[src/rtl/core/mtrr_pkg.sv]
// ----------------------------------------------------------------------------
// MTRR resolver package
// Shared request, response, token and configuration types plus code constants.
// ----------------------------------------------------------------------------
package mtrr_pkg;

    // Request opcodes
    localparam logic [1:0] OP_WRITE_FIXED = 2'd0;
    localparam logic [1:0] OP_WRITE_BASE  = 2'd1;
    localparam logic [1:0] OP_WRITE_MASK  = 2'd2;
    localparam logic [1:0] OP_LOOKUP      = 2'd3;

    // Result source codes
    localparam logic [2:0] SRC_ACK      = 3'd0;
    localparam logic [2:0] SRC_DISABLED = 3'd1;
    localparam logic [2:0] SRC_FIXED    = 3'd2;
    localparam logic [2:0] SRC_DEFAULT  = 3'd3;
    localparam logic [2:0] SRC_SINGLE   = 3'd4;
    localparam logic [2:0] SRC_COMBINED = 3'd5;

    // Configuration register indexes
    localparam logic [1:0] CFG_DEFAULT_TYPE = 2'd0;
    localparam logic [1:0] CFG_MTRR_ENABLE  = 2'd1;
    localparam logic [1:0] CFG_FIXED_ENABLE = 2'd2;
    localparam logic [1:0] CFG_RANGE_COUNT  = 2'd3;

    // Memory types and fixed table geometry
    localparam logic [7:0] TYPE_UC      = 8'h00;
    localparam logic [7:0] TYPE_WT      = 8'h04;
    localparam logic [7:0] NOT_WT_WB    = 8'haf;
    localparam int         FIXED_WORDS  = 11;
    localparam int         MASK_VALID   = 11;
    localparam int         PAGE_SHIFT   = 12;

    typedef struct packed {
        logic [1:0]  opcode;
        logic [3:0]  table_index;
        logic [63:0] write_value;
        logic [51:0] phys_address;
    } req_t;

    typedef struct packed {
        logic [7:0] mem_type;
        logic [2:0] type_source;
    } rsp_t;

    // Request travelling down the range chain with its running match summary
    typedef struct packed {
        logic       valid;
        req_t       req;
        logic [7:0] seen;
        logic [7:0] last;
    } token_t;

    typedef struct packed {
        logic [7:0] default_type;
        logic       mtrr_enable;
        logic       fixed_enable;
        logic [3:0] range_count;
    } cfg_t;

endpackage

[src/rtl/core/mtrr_cell.sv]
// ----------------------------------------------------------------------------
// MTRR range cell
// Holds one variable range (base and mask), takes writes addressed to it and
// folds its match into the token of each lookup passing through.
// ----------------------------------------------------------------------------
module mtrr_cell #(
    parameter int INDEX = 0
) (
    input  logic            aclk,
    input  logic            aresetn,
    input  logic [3:0]      range_count,
    input  mtrr_pkg::token_t tok_in,
    output logic            ready_out,
    output mtrr_pkg::token_t tok_out,
    input  logic            ready_in
);
    import mtrr_pkg::*;

    logic [63:0] base_reg;
    logic [63:0] mask_reg;
    token_t      tok_reg;
    token_t      tok_next;
    logic        take;
    logic        active;
    logic        hit;
    logic [63:0] addr_ext;

    assign ready_out = !tok_reg.valid || ready_in;
    assign take      = tok_in.valid && ready_out;
    assign active    = 5'(INDEX) < {1'b0, range_count};
    assign addr_ext  = {12'd0, tok_in.req.phys_address};
    assign hit = active && mask_reg[MASK_VALID]
               && (((addr_ext ^ base_reg) & mask_reg) >> PAGE_SHIFT) == 64'd0;

    // Fold this range into the running summary
    always_comb begin
        tok_next = tok_in;
        if (tok_in.req.opcode == OP_LOOKUP && hit) begin
            tok_next.last = base_reg[7:0];
            if (base_reg[7:3] == 5'd0) begin
                tok_next.seen = tok_in.seen | (8'd1 << base_reg[2:0]);
            end
        end
    end

    // Advance the token and apply writes addressed to this range
    always_ff @(posedge aclk) begin
        if (!aresetn) begin
            tok_reg.valid <= 1'b0;
            base_reg      <= '0;
            mask_reg      <= '0;
        end else begin
            if (ready_out) begin
                tok_reg <= tok_next;
            end
            if (take && tok_in.req.table_index == 4'(INDEX)) begin
                if (tok_in.req.opcode == OP_WRITE_BASE) begin
                    base_reg <= tok_in.req.write_value;
                end
                if (tok_in.req.opcode == OP_WRITE_MASK) begin
                    mask_reg <= tok_in.req.write_value;
                end
            end
        end
    end

    assign tok_out = tok_reg;

endmodule

[src/rtl/core/mtrr_resolve.sv]
// ----------------------------------------------------------------------------
// MTRR result stage
// Holds the fixed-range table, picks the final type and registers the response.
// ----------------------------------------------------------------------------
module mtrr_resolve (
    input  logic             aclk,
    input  logic             aresetn,
    input  mtrr_pkg::cfg_t   cfg,
    input  mtrr_pkg::token_t tok_in,
    output logic             ready_out,
    output logic             m_valid,
    input  logic             m_ready,
    output mtrr_pkg::rsp_t   m_data
);
    import mtrr_pkg::*;

    logic [63:0] fixed_words_reg [FIXED_WORDS];
    logic        valid_reg;
    rsp_t        rsp_reg;
    rsp_t        rsp_next;
    logic        take;
    logic [51:0] addr;
    logic [6:0]  byte_num;
    logic [63:0] fixed_word;
    logic [7:0]  fixed_type;
    logic [7:0]  seen;
    logic [7:0]  last;

    assign ready_out = !valid_reg || m_ready;
    assign take      = tok_in.valid && ready_out;
    assign addr      = tok_in.req.phys_address;
    assign seen      = tok_in.seen;
    assign last      = tok_in.last;

    // Locate the fixed table byte: 64K, 16K and 4K segments
    always_comb begin
        priority if (addr[19] == 1'b0) begin
            byte_num = {4'd0, addr[18:16]};
        end else if (addr[18] == 1'b0) begin
            byte_num = 7'd8 + {3'd0, addr[17:14]};
        end else begin
            byte_num = 7'd24 + {1'b0, addr[17:12]};
        end
    end

    assign fixed_word = (byte_num[6:3] < 4'(FIXED_WORDS)) ? fixed_words_reg[byte_num[6:3]]
                                                          : 64'd0;
    assign fixed_type = 8'(fixed_word >> {byte_num[2:0], 3'd0});

    // Pick the final type
    always_comb begin
        rsp_next.mem_type    = TYPE_UC;
        rsp_next.type_source = SRC_ACK;
        if (tok_in.req.opcode == OP_LOOKUP) begin
            priority if (!cfg.mtrr_enable) begin
                rsp_next.type_source = SRC_DISABLED;
            end else if (cfg.fixed_enable && addr[51:20] == 32'd0) begin
                rsp_next.mem_type    = fixed_type;
                rsp_next.type_source = SRC_FIXED;
            end else if (seen == 8'd0) begin
                rsp_next.mem_type    = cfg.default_type;
                rsp_next.type_source = SRC_DEFAULT;
            end else if (last[7:3] == 5'd0 && seen == (8'd1 << last[2:0])) begin
                rsp_next.mem_type    = last;
                rsp_next.type_source = SRC_SINGLE;
            end else begin
                rsp_next.type_source = SRC_COMBINED;
                priority if (seen[0]) begin
                    rsp_next.mem_type = TYPE_UC;
                end else if ((seen & NOT_WT_WB) == 8'd0) begin
                    rsp_next.mem_type = TYPE_WT;
                end else begin
                    rsp_next.mem_type = last;
                end
            end
        end
    end

    // Hold the response until taken; apply fixed table writes in order
    always_ff @(posedge aclk) begin
        if (!aresetn) begin
            valid_reg <= 1'b0;
            for (int i = 0; i < FIXED_WORDS; i++) begin
                fixed_words_reg[i] <= '0;
            end
        end else begin
            if (ready_out) begin
                valid_reg <= tok_in.valid;
                rsp_reg   <= rsp_next;
            end
            if (take && tok_in.req.opcode == OP_WRITE_FIXED
                && tok_in.req.table_index < 4'(FIXED_WORDS)) begin
                fixed_words_reg[tok_in.req.table_index] <= tok_in.req.write_value;
            end
        end
    end

    assign m_valid = valid_reg;
    assign m_data  = rsp_reg;

endmodule

[src/rtl/core/mtrr_memory_type_resolver.sv]
// ----------------------------------------------------------------------------
// MTRR memory type resolver
// Classifies physical addresses by memory type from fixed and variable MTRRs.
// ----------------------------------------------------------------------------
// Requests enter on s_valid/s_ready as s_data: a fixed word write, a range
// base or mask write, or a lookup. Every request returns one response on
// m_valid/m_ready as m_data; writes return an acknowledge with type 0.
// Requests pass a chain of VAR_RANGES range cells, each with its own register,
// then a result stage that holds the fixed table and the output register.
// One request per cycle is taken when the receiver keeps up. Writes travel
// the same chain, so they take effect in request order with respect to
// lookups.
// When the receiver stalls, each stage holds its request and the chain
// fills up behind the output register before s_ready drops. The user writes
// configuration via cfg_wr_en/cfg_index/cfg_wdata only while the block is
// idle; the block does not enforce it. Reset clears all ranges (invalid),
// the fixed table and the configuration registers, and empties the chain.
// ----------------------------------------------------------------------------
module mtrr_memory_type_resolver #(
    parameter int VAR_RANGES = 8
) (
    input  logic            aclk,
    input  logic            aresetn,
    input  logic            cfg_wr_en,
    input  logic [1:0]      cfg_index,
    input  logic [7:0]      cfg_wdata,
    input  logic            s_valid,
    output logic            s_ready,
    input  mtrr_pkg::req_t  s_data,
    output logic            m_valid,
    input  logic            m_ready,
    output mtrr_pkg::rsp_t  m_data
);
    import mtrr_pkg::*;

    cfg_t   cfg_reg;
    token_t tok   [VAR_RANGES+1];
    logic   ready [VAR_RANGES+1];

    // Configuration registers
    always_ff @(posedge aclk) begin
        if (!aresetn) begin
            cfg_reg <= '0;
        end else if (cfg_wr_en) begin
            unique case (cfg_index)
                CFG_DEFAULT_TYPE: cfg_reg.default_type <= cfg_wdata;
                CFG_MTRR_ENABLE:  cfg_reg.mtrr_enable  <= cfg_wdata[0];
                CFG_FIXED_ENABLE: cfg_reg.fixed_enable <= cfg_wdata[0];
                CFG_RANGE_COUNT:  cfg_reg.range_count  <= cfg_wdata[3:0];
                default: ;
            endcase
        end
    end

    // Start each request with an empty match summary
    always_comb begin
        tok[0].valid = s_valid;
        tok[0].req   = s_data;
        tok[0].seen  = 8'd0;
        tok[0].last  = 8'd0;
    end
    assign s_ready = ready[0];

    for (genvar g = 0; g < VAR_RANGES; g++) begin : g_cell
        mtrr_cell #(
            .INDEX(g)
        ) u_cell (
            .aclk       (aclk),
            .aresetn    (aresetn),
            .range_count(cfg_reg.range_count),
            .tok_in     (tok[g]),
            .ready_out  (ready[g]),
            .tok_out    (tok[g+1]),
            .ready_in   (ready[g+1])
        );
    end

    mtrr_resolve u_resolve (
        .aclk     (aclk),
        .aresetn  (aresetn),
        .cfg      (cfg_reg),
        .tok_in   (tok[VAR_RANGES]),
        .ready_out(ready[VAR_RANGES]),
        .m_valid  (m_valid),
        .m_ready  (m_ready),
        .m_data   (m_data)
    );

    // A stall at the input can only come from a held response
    assert property (@(posedge aclk) disable iff (!aresetn)
        !s_ready |-> (m_valid && !m_ready))
        else $error("input stalled without a held response");

    // With MTRRs disabled no lookup resolves through the tables
    assert property (@(posedge aclk) disable iff (!aresetn)
        (m_valid && !cfg_reg.mtrr_enable) |->
        (m_data.type_source == SRC_ACK || m_data.type_source == SRC_DISABLED))
        else $error("table result while MTRRs disabled");

    // Fixed table results only with fixed ranges enabled
    assert property (@(posedge aclk) disable iff (!aresetn)
        (m_valid && m_data.type_source == SRC_FIXED) |-> cfg_reg.fixed_enable)
        else $error("fixed result while fixed ranges disabled");

    // Write acknowledges carry type zero
    assert property (@(posedge aclk) disable iff (!aresetn)
        (m_valid && m_data.type_source == SRC_ACK) |-> (m_data.mem_type == TYPE_UC))
        else $error("write acknowledge with nonzero type");

endmodule
[config.mk]
export PLATFORM = sky130hd
export DESIGN_NAME = mtrr_memory_type_resolver
export DESIGN_NICKNAME = d
export VERILOG_FILES = /design/src/rtl/core/mtrr_pkg.sv /design/src/rtl/core/mtrr_cell.sv /design/src/rtl/core/mtrr_resolve.sv /design/src/rtl/core/mtrr_memory_type_resolver.sv
export SDC_FILE = /design/constraint.sdc
export NUM_CORES = 2
export LEC_CHECK = 0
export BUFFER_PORTS_ARGS = -buffer_cell sky130_fd_sc_hd__buf_2
export CAP_MARGIN = 5
export CORE_ASPECT_RATIO = 1.5
export CORE_MARGIN = 2
export CORE_UTILIZATION = 45
export DETAILED_ROUTE_END_ITERATION = 16
export PLACE_DENSITY_LB_ADDON = 0.12
export SETUP_SLACK_MARGIN = 0.05
export SYNTH_ARGS = -nofsm -noshare
export SYNTH_HDL_FRONTEND = slang
export SYNTH_SLANG_ARGS = --single-unit
[constraint.sdc]
create_clock -name aclk -period 19.74 [get_ports aclk]
set_input_delay 3.948 -clock aclk [delete_from_list [all_inputs] [get_ports aclk]]
set_output_delay 3.948 -clock aclk [all_outputs]
set_load 0.03 [all_outputs]
==> run metrics <==
crit path launch type primary input; vias in the first global route 72890; Crit Path Max Fanout 7; WL/cell approximately 23 um; Initial Util a little under half; total wire length 316100 um; Buffers on Ports ~140; vias per cell between 5 and 6; post-route cell area 130200 um2; Mapped Cells 9677; Post-CTS Hold Buffers 0; fin crit share 49.52%; post-synth cell types 81; I/O pin cnt 150; number of nets with antenna violations after routing 0; setup repair bufs after CTS 0; worst reg2reg path depth 9; drt initial violations 5504; WHS Endpoint g_cell[2].u_cell.tok_out[78]; Post-synth top flop edfxtp_1; TritonRoute pass-1 iters 7; Fin. Hold Viols 0; area of the core about 260000 um2; Worst Skew between 0.03 and 0.04 ns; Post-Syn Area per Cell 11.97 um2; mapped cell area 115900 um2; routability cong. 0.8770; Slew Viols, Final 0; layout cells sized above 1 9.061%; Die Y 625.5 um; Max rail drop VDD around 110 uV; most frequent cells in the layout nand2_1 (2607), edfxtp_1 (1979), dfxtp_1 (991); Largest register FFs between 1000 and 1500; minimum clock period roughly 9.8 ns; # fillers 22520; Vias 72287; clock root buffer clkbuf_16; number of nets in the layout 10069; FF-to-FF Start g_cell[7].u_cell.tok_out[34]; Placed Area 120700 um2; critical path class in -> out; r2r endpoint u_resolve.m_data[8]; final design utilization 50.71%; Worst Tran Pin Value 1.270 ns; R2R Setup Slk 13.99 ns; Final HPWL DP 209900 um; Setup TNS 0 ns; RSZ-0062 raised after global routing false; result of the run complete, no violations; Hold Crit Depth 0; die area 261700 um2; number of CTS-inserted buffers slightly below 300; htree depth 5; asr flop ratio synth 0%; HP Class reg -> reg; # clock sinks 2970; DIE WIDTH between 400 and 500 um; TritonCTS clock tree yes; clock latency on the worst-skew pair slightly below 0.9 ns; Setup crit end kind output pin; most common cell after layout, fill and taps aside nand2_1; Ys Warns 0; largest net degree at the start of global routing 225; leak pwr 45.36 nW; crit path DAT between 5 and 6 ns; relative slew slack between 15 and 20%; grt ovf 0; final setup violating endpoints 0; worst hold start g_cell[1].u_cell.tok_out[78]; Post-synth EDFFs around 2000; P per Cell Area 100.4 nW/um2; Post-CTS Resized 0; Max-cap violations 0; CP Data Required Time 15.79 ns; first-pass GRT wire length 468100 um; Row Count 228; Clock Path Buffers 4; antenna violations before repair 14; sequential fraction of the synthesis area 68.41%; flops & latches, synth 2970; Layout area overhead 12.36%; DRC 0; Tot GR Track Use a little under a quarter; Worst-path clk slew 0.06 ns; Max Freq 0.1023 GHz
[worst max-delay path: stages]
cell      delay, ns
buf_2          0.11
nand2b_1       0.27
nor3_2         0.48
and3_1         0.59
nand2_1        0.20
buf_2          0.22
[through the flow]
step,hold WS [ns],cells,power [mW],setup WS [ns]
3_3_place_gp,0.4083,12972,7.616,10.01
5_1_grt,0.4258,13505,13.47,9.874
2_1_floorplan,0.4003,9996,7.378,8.999
4_1_cts,0.4187,13500,13.19,9.980
3_5_place_dp,0.4045,12972,7.627,9.988
6_report,0.4194,13506,13.08,9.965
[how the worst max path moves through the flow]
| stage | end | slack [ns] | depth (start not counted) | startpoint |
|---|---|---|---|---|
| floorplan | g_cell[1].u_cell.tok_out[0] | 9.00 | 5 | m_ready |
| global placement | s_ready | 10.01 | 6 | m_ready |
| detailed placement | s_ready | 9.99 | 6 | m_ready |
| CTS | s_ready | 9.98 | 6 | m_ready |
| global route | s_ready | 9.87 | 6 | m_ready |
| finish | s_ready | 9.97 | 6 | m_ready |
[layout make-up]
class	instances	area, um2	share of cell area (%)
Antenna cell	6	15.01	0.01153
Clock buffer	424	8434	6.478
Clock inverter	104	1072	0.8236
Inverter	97	364.1	0.2796
Multi-Input combinational cell	6296	35110	26.97
Sequential cell	2970	79270	60.88
Tap cell	3335	4173	3.205
Timing Repair Buffer	274	1762	1.353
[cell families (layout without fill, tap and decap cells)]
| logic type | after synthesis | count (layout) | synth area share [%] |
|---|---|---|---|
| buffers and inverters | 730 | 899 | 2.694 |
| xor gates and xnor gates | 321 | 321 | 2.426 |
| DFF | 2970 | 2970 | 68.41 |
| muxes | 172 | 172 | 2.331 |
| adders and majority gates | 1 | 1 | 0.01080 |
| other | 1 | 326 | 0.003236 |
| and+or+nand+nor | 3890 | 3890 | 13.85 |
| AOI/OAI and AO/OA | 1592 | 1592 | 10.28 |
[per-layer routing]
metal / GRT usage (%) / vias up / wire, um / part of all wire [%]
met5: 0 / - / 41 / 0.013
met4: 15.07 / 6 / 22190 / 7.0
met3: 3.091 / 692 / 14800 / 4.7
met2: 44.57 / 1965 / 167800 / 53
met1: 25.33 / 35519 / 111200 / 35
li1: - / 34105 / - / -
[cells in the mapped netlist (all sizes together) (31+ instances only)]
cell	n	area, um2
a21o	39	292.8
xor2	321	2811
nor3	37	205.2
dfxtp	991	19840
buf	179	1054
mux4	72	1625
edfxtp	1979	59430
nand2	2620	9834
nor2	631	2371
nor2b	31	193.9
a22oi	135	1013
a22o	45	394.1
and3	90	568.0
and2	77	481.7
a311oi	62	549.3
o21ai	80	400.4
a21boi	907	6809
a21oi	39	195.2
a31oi	75	469.2
a221oi	56	528.0
inv	97	364.1
mux2i	50	513.0
clkbuf	454	1704
nand3	241	1219
mux2	50	563.0
nand4	53	331.6
a211oi	64	480.5
[power by group]
part | internal [mW] | switching (mW)
Combinational | 0.152 | 0.346
Sequential | 6.85 | 0.144
Clock | 3.24 | 2.35
Power figures use the tool's default switching activity.
